### config.mk
export PLATFORM = sky130hd
export DESIGN_NAME = idsd_parse
export DESIGN_NICKNAME = d
export VERILOG_FILES = /design/src/hdl/idsd_pkg.sv /design/src/hdl/idsd_parse.sv
export SDC_FILE = /design/constraint.sdc
export NUM_CORES = 1
export LEC_CHECK = 0
export ABC_AREA = 1
export BUFFER_PORTS_ARGS = -buffer_cell sky130_fd_sc_hd__buf_2
export CAP_MARGIN = 20
export CORE_MARGIN = 2
export CORE_UTILIZATION = 50
export DETAILED_ROUTE_END_ITERATION = 8
export MAX_ROUTING_LAYER = met4
export PLACE_DENSITY_LB_ADDON = 0.1
export SLEW_MARGIN = 20
export SYNTH_ARGS = -nofsm -noshare
export SYNTH_HDL_FRONTEND = slang
export SYNTH_SLANG_ARGS = --single-unit
### constraint.sdc
create_clock -name clk -period 2.9 [get_ports clk]
set_input_delay 0.58 -clock clk [delete_from_list [all_inputs] [get_ports clk]]
set_output_delay 0.58 -clock clk [all_outputs]
set_load 0.03 [all_outputs]
### src/hdl/idsd_pkg.sv
// Shared types, constants and helper functions for the ILDA stream decoder.
// Used by the parser, palette memory, top level and testbench; depends on nothing.
`timescale 1ns / 1ps
`default_nettype none
package idsd_pkg;

  typedef enum logic [1:0] {
    KIND_POINT   = 2'd0,
    KIND_EOF     = 2'd1,
    KIND_BAD_SIG = 2'd2,
    KIND_BAD_FMT = 2'd3
  } kind_t;

  typedef enum logic [1:0] {
    PHASE_HEADER  = 2'd0,
    PHASE_POINTS  = 2'd1,
    PHASE_PALETTE = 2'd2
  } phase_t;

  localparam logic [2:0] FMT_3D_INDEXED = 3'd0;
  localparam logic [2:0] FMT_2D_INDEXED = 3'd1;
  localparam logic [2:0] FMT_PALETTE    = 3'd2;
  localparam logic [2:0] FMT_3D_TRUE    = 3'd4;
  localparam logic [2:0] FMT_2D_TRUE    = 3'd5;

  localparam int          HDR_LAST     = 31;
  localparam int          REC_REGS     = 9;
  localparam logic [8:0]  PAL_ENTRIES  = 9'd256;
  localparam logic [23:0] WHITE        = 24'hFFFFFF;
  localparam logic [7:0]  SIGNATURE [4] = '{8'h49, 8'h4C, 8'h44, 8'h41};

  localparam logic [23:0] DEFAULT_PALETTE [64] = '{
    24'hFF0000, 24'hFF1000, 24'hFF2000, 24'hFF3000,
    24'hFF4000, 24'hFF5000, 24'hFF6000, 24'hFF7000,
    24'hFF8000, 24'hFF9000, 24'hFFA000, 24'hFFB000,
    24'hFFC000, 24'hFFD000, 24'hFFE000, 24'hFFF000,
    24'hFFFF00, 24'hE0FF00, 24'hC0FF00, 24'hA0FF00,
    24'h80FF00, 24'h60FF00, 24'h40FF00, 24'h20FF00,
    24'h00FF00, 24'h00FF24, 24'h00FF49, 24'h00FF6D,
    24'h00FF92, 24'h00FFB6, 24'h00FFDB, 24'h00FFFF,
    24'h00E3FF, 24'h00C6FF, 24'h00AAFF, 24'h008EFF,
    24'h0071FF, 24'h0055FF, 24'h0038FF, 24'h001CFF,
    24'h0000FF, 24'h2000FF, 24'h4000FF, 24'h6000FF,
    24'h8000FF, 24'hA000FF, 24'hC000FF, 24'hE000FF,
    24'hFF00FF, 24'hFF20FF, 24'hFF40FF, 24'hFF60FF,
    24'hFF80FF, 24'hFFA0FF, 24'hFFC0FF, 24'hFFE0FF,
    24'hFFFFFF, 24'hFFE0E0, 24'hFFC0C0, 24'hFFA0A0,
    24'hFF8080, 24'hFF6060, 24'hFF4040, 24'hFF2020
  };

  typedef struct packed {
    kind_t       kind;
    logic [11:0] x_pos;
    logic [11:0] y_pos;
    logic        blank;
    logic        indexed;
    logic [7:0]  red;
    logic [7:0]  green;
    logic [7:0]  blue;
    logic        last;
  } point_t;

  function automatic logic [4:0] record_size(input logic [2:0] fmt);
    logic [4:0] size;
    unique case (fmt)
      FMT_3D_INDEXED: size = 5'd8;
      FMT_2D_INDEXED: size = 5'd6;
      FMT_PALETTE:    size = 5'd3;
      FMT_3D_TRUE:    size = 5'd10;
      default:        size = 5'd8;
    endcase
    return size;
  endfunction

  // divide by 16, round half away from zero, recenter, clamp
  function automatic logic [11:0] convert_coord(input logic [15:0] raw);
    logic [16:0] mag;
    logic [12:0] q;
    logic [12:0] r;
    mag = raw[15] ? (17'd0 - {raw[15], raw}) : {1'b0, raw};
    q   = 13'((mag + 17'd8) >> 4);
    r   = raw[15] ? (13'd2048 - q) : (13'd2048 + q);
    return r[12] ? 12'd4095 : r[11:0];
  endfunction

endpackage
`default_nettype wire

### src/hdl/idsd_parse.sv
// Byte parser: header fields, record assembly, palette writes and point stage register.
// Depends on idsd_pkg.
`timescale 1ns / 1ps
`default_nettype none
module idsd_parse #(
  parameter int PROJECTORS = 4,
  parameter int SW = 2
) (
  input  wire logic              clk,
  input  wire logic              rst,
  input  wire logic              accept,
  input  wire logic              adv,
  input  wire logic [7:0]        data_byte,
  output idsd_pkg::point_t       s1,
  output logic                   s1_valid,
  output logic                   wr_en,
  output logic [SW-1:0]          slot,
  output logic [7:0]             wr_idx,
  output logic [23:0]            wr_color,
  output logic [7:0]             rd_idx
);

  localparam int         RECIP = 65536 / PROJECTORS;
  localparam logic [8:0] PW    = 9'(PROJECTORS);

  idsd_pkg::phase_t phase;
  logic [4:0]  byte_index;
  logic [2:0]  fmt;
  logic        fmt_known;
  logic [15:0] records_left;
  logic [8:0]  palette_index;
  logic        signature_ok;
  logic        halted;
  logic [7:0]  record_bytes [idsd_pkg::REC_REGS];

  logic [24:0] prod;
  logic [17:0] qp;
  logic [8:0]  rem0;
  logic [8:0]  rem1;
  logic        rec_done;
  idsd_pkg::point_t pt;
  logic        emit;

  assign prod = {9'd0, data_byte} * 17'(RECIP);
  assign qp   = prod[24:16] * PW;
  assign rem0 = {1'b0, data_byte} - qp[8:0];
  assign rem1 = (rem0 >= PW) ? (rem0 - PW) : rem0;

  assign rec_done = (byte_index + 5'd1) == idsd_pkg::record_size(fmt);
  assign rd_idx   = data_byte;
  assign wr_idx   = palette_index[7:0];
  assign wr_color = {record_bytes[0], record_bytes[1], data_byte};
  assign wr_en    = accept && !halted && phase == idsd_pkg::PHASE_PALETTE && rec_done
                    && palette_index < idsd_pkg::PAL_ENTRIES;

  always_comb begin
    pt       = '0;
    pt.kind  = idsd_pkg::KIND_POINT;
    pt.blank = 1'b1;
    emit     = 1'b0;
    if (accept && !halted) begin
      if (phase == idsd_pkg::PHASE_HEADER) begin
        if (byte_index == 5'(idsd_pkg::HDR_LAST)) begin
          priority if (!signature_ok) begin
            pt.kind = idsd_pkg::KIND_BAD_SIG;
            emit    = 1'b1;
          end else if (records_left == 16'd0) begin
            pt.kind = idsd_pkg::KIND_EOF;
            emit    = 1'b1;
          end else if (!fmt_known) begin
            pt.kind = idsd_pkg::KIND_BAD_FMT;
            emit    = 1'b1;
          end
        end
      end else if (phase == idsd_pkg::PHASE_POINTS && rec_done) begin
        emit     = 1'b1;
        pt.x_pos = idsd_pkg::convert_coord({record_bytes[0], record_bytes[1]});
        pt.y_pos = idsd_pkg::convert_coord({record_bytes[2], record_bytes[3]});
        pt.last  = records_left == 16'd1;
        unique case (fmt)
          idsd_pkg::FMT_3D_INDEXED: begin
            pt.blank   = record_bytes[6][6];
            pt.indexed = 1'b1;
          end
          idsd_pkg::FMT_2D_INDEXED: begin
            pt.blank   = record_bytes[4][6];
            pt.indexed = 1'b1;
          end
          idsd_pkg::FMT_3D_TRUE: begin
            pt.blank = record_bytes[6][6];
            pt.blue  = record_bytes[7];
            pt.green = record_bytes[8];
            pt.red   = data_byte;
          end
          default: begin
            pt.blank = record_bytes[4][6];
            pt.blue  = record_bytes[5];
            pt.green = record_bytes[6];
            pt.red   = data_byte;
          end
        endcase
      end
    end
  end

  always_ff @(posedge clk) begin
    if (rst) begin
      s1_valid <= 1'b0;
    end else if (adv) begin
      s1_valid <= emit;
    end
    if (adv) begin
      s1 <= pt;
    end
  end

  always_ff @(posedge clk) begin
    if (rst) begin
      phase         <= idsd_pkg::PHASE_HEADER;
      byte_index    <= 5'd0;
      fmt           <= 3'd0;
      fmt_known     <= 1'b0;
      records_left  <= 16'd0;
      palette_index <= 9'd0;
      slot          <= '0;
      signature_ok  <= 1'b1;
      halted        <= 1'b0;
    end else if (accept && !halted) begin
      if (phase == idsd_pkg::PHASE_HEADER) begin
        if (byte_index < 5'd4 && data_byte != idsd_pkg::SIGNATURE[byte_index[1:0]]) begin
          signature_ok <= 1'b0;
        end
        if (byte_index == 5'd7) begin
          fmt       <= data_byte[2:0];
          fmt_known <= data_byte == 8'd0 || data_byte == 8'd1 || data_byte == 8'd2
                       || data_byte == 8'd4 || data_byte == 8'd5;
        end
        if (byte_index == 5'd24) records_left[15:8] <= data_byte;
        if (byte_index == 5'd25) records_left[7:0] <= data_byte;
        if (byte_index == 5'd30) slot <= SW'(rem1);
        if (byte_index != 5'(idsd_pkg::HDR_LAST)) begin
          byte_index <= byte_index + 5'd1;
        end else begin
          byte_index <= 5'd0;
          priority if (!signature_ok) begin
            halted <= 1'b1;
          end else if (records_left == 16'd0) begin
            signature_ok <= 1'b1;
          end else if (!fmt_known) begin
            halted <= 1'b1;
          end else begin
            palette_index <= 9'd0;
            phase <= (fmt == idsd_pkg::FMT_PALETTE) ? idsd_pkg::PHASE_PALETTE
                                                    : idsd_pkg::PHASE_POINTS;
          end
        end
      end else if (rec_done) begin
        byte_index   <= 5'd0;
        records_left <= records_left - 16'd1;
        if (records_left == 16'd1) phase <= idsd_pkg::PHASE_HEADER;
        if (wr_en) palette_index <= palette_index + 9'd1;
      end else begin
        byte_index <= byte_index + 5'd1;
      end
    end
  end

  always_ff @(posedge clk) begin
    if (accept && !halted && phase != idsd_pkg::PHASE_HEADER
        && byte_index < 5'(idsd_pkg::REC_REGS)) begin
      record_bytes[byte_index[3:0]] <= data_byte;
    end
  end

endmodule
`default_nettype wire

==> summary.md, run 1 <==
| Metric | Value |
|---|---|
| # DRC | `0` |
| Status | `completed` |
| Largest net degree at the start of global routing | `56` |
| Die width | `139 µm` |
| Clock insertion delay at the later pin of the skew report | `approximately 0.43 ns` |
| IO Count | `109` |
| Site row count | `between 40 and 50` |
| Clock Tree Buf Depth | `2` |
| Synth area leader | `edfxtp_1` |
| CTS tree | `done` |
| Root Driver | `clkbuf_16` |
| RR Startpoint | `fmt[1]` |
| Via/cell ratio | `5.14` |
| GPL Wtd Cong | `0.910` |
| Synthesized Nets | `1070` |
| Dpl cell area | `between 9000 and 10000 µm²` |
| Ranking of synthesized cells by area | `edfxtp_1, nand2_1, dfxtp_1` |
| Post-Route WL | `20.5 mm` |
| Fin crit period | `2.78 ns` |
| Largest delay share family, worst path | `simple AND/OR/NAND/NOR gates` |
| Post-Syn Instances | `1046` |
| ANT nets after route | `0` |
| Synth unique cells | `48` |
| Wire length per cell | `14.8 µm` |
| Design area | `between 10000 and 15000 µm²` |
| Most frequent CP cell | `nand2_1` |
| Sequential share of the synthesized area | `0.479` |
| # diodes | `0` |
| Hold WC Path Type | `reg2reg` |
| Worst-Margin Slew | `approximately 0.8 ns` |
| Post-synth top flop | `edfxtp_1` |
| Max frequency | `360 MHz` |
| Reg clk slew, reported paths | `roughly 0.070 ns` |
| Port bufs | `108` |
| Fin util | `0.584` |
| Filler cell count | `around 1600` |
| Die Ht | `about 140 µm` |
| Starting DRT DRC Count | `approximately 430` |
| Min-delay src | `halted` |
| Number of synthesized flops with an enable pin | `roughly 120` |
| Peak fanout along the critical path | `5` |
| Crit end category | `output pin` |
| CTS buffer count | `17` |
| Nets@finish | `roughly 1200` |
| Worst Path Arrival | `2.20 ns` |
| Leak | `approximately 4.4 nW` |
| Slowest cell delay on critical path | `between 0.4 and 0.5 ns` |
| VDD IR-drop max | `0.000448 V` |
| First-pass GRT wire length | `32.9 mm` |
| Final hold violations | `0` |
| Critical path, cell by cell | `nand3_2, nand2_2, xor2_1, nand2_1, nor4_4, nand2_1, inv_2, buf_6` |
| Layout cells sized above 1 | `0.258` |
| Synth Cell Area | `9110 µm²` |
| Placed insts | `around 1400` |
| Vias in the first global route | `6630` |
| Mean post-synth cell area | `between 8 and 9 µm²` |
| CORE AREA | `17900 µm²` |
| Max Cap Viol | `0` |
| Grt ovf | `0` |
| Htree depth | `4` |
| Synth cell count leaders | `nand2_1, edfxtp_1, inv_1` |
| Initial DRT Pass Iterations | `5` |
| GRT Total Usage | `0.219` |
| Antenna violations before repair | `0` |
| Max-slew violation count | `0` |
| Max Clock Skew | `0.0117 ns` |
| Vias | `7138` |
| Endpoints failing setup | `0` |
| Tcrit/Tclk final | `0.958` |
| Worst path slowest cell | `dfxtp_1` |
| Worst hold-check slack | `0.464 ns` |
| CP Buf/Inv Count | `2` |
| Top cell type's share of synthesized area | `0.389` |
| Starting Density | `0.509` |
| WP data required | `2.32 ns` |
| Crit path launch type | `flip-flop` |
| PD cells | `480 nW/µm²` |
| Post-Layout Cell Count | `1390` |
| Number of synthesis warnings | `0` |
| Seq cells post-synth | `about 160` |
| Clk sink count | `about 160` |
| Synth-to-Final Area Change | `14.7%` |
| Cell with the most instances after synthesis | `nand2_1` |
| Asr flop ratio synth | `0` |
| Pwr Total | `0.00502 W` |
| HPWL Detailed | `14.6 mm` |
| CP startpoint | `fmt[1]` |
| Kind of critical path | `reg2out` |
| Slew Limit Headroom | `0.465` |
| Die Area | `19300 µm²` |
## routing by layer
| layer | GRT usage | share of wire |
|---|---|---|
| met3 | 0.0325 | 0.029 |
| met1 | 0.274 | 0.45 |
| met4 | 0.0595 | 0.010 |
| met2 | 0.375 | 0.51 |
| met5 | - | 0 |
## metrics by stage
step	TNS [ns]	setup slack, ns
2_1_floorplan	0	0.272
3_3_place_gp	0	0.216
3_5_place_dp	0	0.182
4_1_cts	0	0.000505
5_1_grt	-0.00606	-0.00606
6_report	0	0.121
## cells by family (layout without fill, tap and decap cells)
| group | after synthesis | count (layout) | synth area share |
|---|---|---|---|
| simple gates | 525 | 525 | 0.280 |
| fa+ha+maj | 12 | 12 | 0.0165 |
| buf+inv | 166 | 281 | 0.0891 |
| compound gates | 150 | 150 | 0.102 |
| xor+xnor | 34 | 34 | 0.0335 |
| flops | 159 | 159 | 0.479 |
## layout by cell type, fill, tap and decap left out, types with 13 or more instances in the layout
cell type | Yosys | final
edfxtp_1 | 118 | 118
a22oi_1 | 16 | 16
o21ai_0 | 42 | 42
dfxtp_1 | 41 | 38
clkbuf_16 | 0 | 17
nor3_1 | 19 | 19
nand2_1 | 243 | 243
a21oi_2 | 24 | 24
buf_4 | 27 | 23
nand2_2 | 37 | 36
buf_2 | 5 | 107
nor2_1 | 96 | 94
nor2_2 | 12 | 13
xor2_1 | 25 | 24
a21oi_1 | 44 | 44
nand3_1 | 58 | 57
inv_1 | 108 | 105
## power by group
| part | internal (W) | total (W) | switching, W |
|---|---|---|---|
| Sequential | 0.00246 | 0.00248 | 0.0000144 |
| Clock | 0.00125 | 0.00230 | 0.00105 |
| Combinational | 0.0000546 | 0.000241 | 0.000186 |
## sequential cells by signal, summed over array words and instances (netlist names)
signal / count
record_bytes: 65
s1: 53
records_left: 16
palette_index: 9
byte_index: 5
fmt: 3
phase: 2
slot: 2
fmt_known: 1
halted: 1
s1_valid: 1
signature_ok: 1
## repair_timing
item / in CTS / in global routing
setup buffers: 0 / 3
resized for setup: 2 / 19
pin swaps: 0 / 3
setup endpoints to repair: 1 / 24
hold buffers: 0 / 0
## worst min-delay path, stage by stage (launching register included)
cell and delay (ns):
dfxtp_1 0.30, inv_1 0.06, a21oi_1 0.06
## area by class of cell
type,count,area (µm²),share of cell area
Inverter,116,437,0.0418
Sequential cell,159,4380,0.419
Timing Repair Buffer,133,759,0.0727
Tap cell,229,287,0.0274
Clock buffer,17,425,0.0407
Multi-Input combinational cell,721,3990,0.381
Clock inverter,15,183,0.0175
## path summary, 6_finish.rpt
| kind | endpoint | slack [ns] | depth (start not counted) |
|---|---|---|---|
| setup / recovery | wr_en | 0.12 | 8 |
| hold / removal | halted | 0.46 | 2 |
| setup reg to reg | s1[50] | 0.21 | 11 |
| hold reg to reg | halted | 0.46 | 2 |
Note: power is estimated with default switching activity, not from simulation.
==> run 2, diff against run 1 <==
--- a/config.mk
+++ b/config.mk
@@ -13,6 +13,7 @@
 export DETAILED_ROUTE_END_ITERATION = 8
 export MAX_ROUTING_LAYER = met4
 export PLACE_DENSITY_LB_ADDON = 0.1
+export REMOVE_ABC_BUFFERS = 1
 export SLEW_MARGIN = 20
 export SYNTH_ARGS = -nofsm -noshare
 export SYNTH_HDL_FRONTEND = slang
==> constraint.sdc (replaced) <==
create_clock -name clk -period 3.2 [get_ports clk]
set_input_delay 0.64 -clock clk [delete_from_list [all_inputs] [get_ports clk]]
set_output_delay 0.64 -clock clk [all_outputs]
set_load 0.03 [all_outputs]
==> summary.md, run 2 (same netlist as run 1, synthesis figures left out) <==
| Metric | Value |
|---|---|
| Dpl cell area | `9700 µm² (-0.51%)` |
| HPWL Detailed | `14.5 mm (-0.36%)` |
| Crit end category | `output pin` |
| Root Driver | `clkbuf_16` |
| GRT Total Usage | `0.215 (-0.00489)` |
| RR Startpoint | `byte_index[2]` |
| Setup TNS | `0 ns (unchanged)` |
| Antenna violations before repair | `0 (unchanged)` |
| Worst hold-check slack | `0.457 ns (-0.00707 ns)` |
| Most frequent cells in the layout | `nand2_1, edfxtp_1, inv_1, buf_2, nor2_1` |
| Layout cells sized above 1 | `0.242 (-0.0168)` |
| Crit path launch type | `flip-flop` |
| Clk sink count | `159 (unchanged)` |
| Port bufs | `108 (unchanged)` |
| Largest net degree at the start of global routing | `56 (unchanged)` |
| Max frequency | `330 MHz` |
| Synth-to-Final Area Change | `12.8%` |
| Commonest non-fill, non-tap cell in the layout | `nand2_1` |
| Hold WC Path Type | `reg2reg` |
| Met1 GRT Util | `0.268 (-0.00628)` |
| Peak fanout along the critical path | `9 (+4)` |
| WP data required | `2.56 ns (+0.24 ns)` |
| Clock insertion delay at the later pin of the skew report | `0.42 ns (about the same)` |
| # diodes | `0 (unchanged)` |
| Met2 Usage GRT | `0.354 (-0.0210)` |
| Max reg flops | `65 (unchanged)` |
| Max-slew violation count | `0 (unchanged)` |
| Endpoints failing setup | `0 (unchanged)` |
| ANT nets after route | `0 (unchanged)` |
| Slew Limit Headroom | `0.481 (+0.0157)` |
| Crit Reg-Reg Endpoint | `s1[8]` |
| Area of the multi-input gates | `3940 µm² (-1.2%)` |
| Post-Route WL | `20.2 mm (-1.7%)` |
| Die Area | `19300 µm² (unchanged)` |
| Kind of critical path | `reg2out` |
| Final hold violations | `0 (unchanged)` |
| Max Clock Skew | `0.0112 ns (-0.000494 ns)` |
| Starting DRT DRC Count | `468 (+9.3%)` |
| Starting Density | `0.509 (unchanged)` |
| PD cells | `426 nW/µm² (-11%)` |
| Site row count | `49 (unchanged)` |
| Flop-to-flop setup slack | `0.48 ns (+0.27 ns)` |
| Hold-fix buffers, CTS | `0 (unchanged)` |
| VDD IR-drop max | `0.000417 V (-6.9%)` |
| First-pass GRT wire length | `32.2 mm (-2.1%)` |
| Tcrit/Tclk final | `0.947` |
| Nets@finish | `1166 (-0.51%)` |
| Htree depth | `4 (unchanged)` |
| Status | `completed` |
| GRT Max-Usage Layer | `met2` |
| Hold path depth | `2 (unchanged)` |
| Fin crit period | `3.03 ns` |
| Final worst setup slack | `0.171 ns (+0.0496 ns)` |
| Worst-Margin Slew | `0.778 ns (-0.0235 ns)` |
| Reg2Reg Depth | `11 (unchanged)` |
| IO Count | `109 (unchanged)` |
| Worst setup path endpoint | `wr_en` |
| Worst Path Arrival | `2.39 ns (+0.19 ns)` |
| Die width | `139 µm (unchanged)` |
| Reg clk slew, reported paths | `0.06 ns (about the same)` |
| FF+latch area | `4370 µm² (-0.20%)` |
| Filler cell count | `1644 (+2.9%)` |
| GPL Wtd Cong | `0.914 (+0.45%)` |
| Initial DRT Pass Iterations | `5 (unchanged)` |
| Die Ht | `139 µm (unchanged)` |
| Place WS | `0.505 ns (+0.323 ns)` |
| Grt ovf | `0 (unchanged)` |
| CTS buffer count | `17 (unchanged)` |
| Max Cap Viol | `0 (unchanged)` |
| Vias | `7034 (-1.5%)` |
| Design area | `10300 µm² (-1.7%)` |
| Leak | `4.31 nW (-1.8%)` |
| Wire length per cell | `14.6 µm (-1.3%)` |
| CORE AREA | `17900 µm² (unchanged)` |
| CTS tree | `done` |
| Vias in the first global route | `6472 (-2.4%)` |
| Grt met3 use | `0.0442 (+0.0117)` |
| Clock Tree Buf Depth | `2 (unchanged)` |
| CP startpoint | `byte_index[2]` |
| Via/cell ratio | `5.08 (-1.0%)` |
| # DRC | `0 (unchanged)` |
==> run 2: timing repair <==
item,CTS,global route
resized for setup,0,4
setup endpoints to repair,0,1
setup buffers,0,2
==> run 2: worst min-delay path by stage <==
stage	from	to	slack [ns]
after floorplan	halted	halted	0.43
after global placement	halted	halted	0.44
after detailed placement	halted	halted	0.46
after CTS	halted	halted	0.46
after global routing	halted	halted	0.48
final	halted	halted	0.46
==> run 2: where the power goes <==
group          switching (W)  internal [W]  leakage, nW
clock network       0.000793       0.00113        0.259
logic               0.000166     0.0000455         2.59
registers          0.0000115       0.00224         1.46
==> run 2: area by class of cell <==
| cell class | count | area share |
|---|---|---|
| repair buffers | 127 | 0.0677 |
| well taps | 229 | 0.0279 |
| clock buffers | 18 | 0.0418 |
| flip-flops and latches | 159 | 0.425 |
| multi-input cells | 721 | 0.383 |
| clock inverters | 14 | 0.0122 |
| inverters | 116 | 0.0427 |
==> run 2: worst max-delay path: stages (launching register included) <==
cell and delay (ns):
dfxtp_1 0.49, nand3_1 0.14, xor2_1 0.27, xor2_1 0.18, nand2_1 0.12, nor4_4 0.38, nand2_1 0.14, inv_1 0.07
buf_2 0.19
==> run 2: metrics by stage <==
stage	power, W	utilization	std cells
6_report	0.00438	0.574	1384
3_3_place_gp	0.00250	0.542	1350
4_1_cts	0.00441	0.573	1382
5_1_grt	0.00452	0.574	1384
2_1_floorplan	0.00238	-	996
3_5_place_dp	0.00250	0.542	1350
==> run 2: routing by layer <==
metal,wire length [µm],vias up
met5,0,-
met2,9560,131
met4,406,0
met3,761,25
li1,-,3642
met1,9460,3236
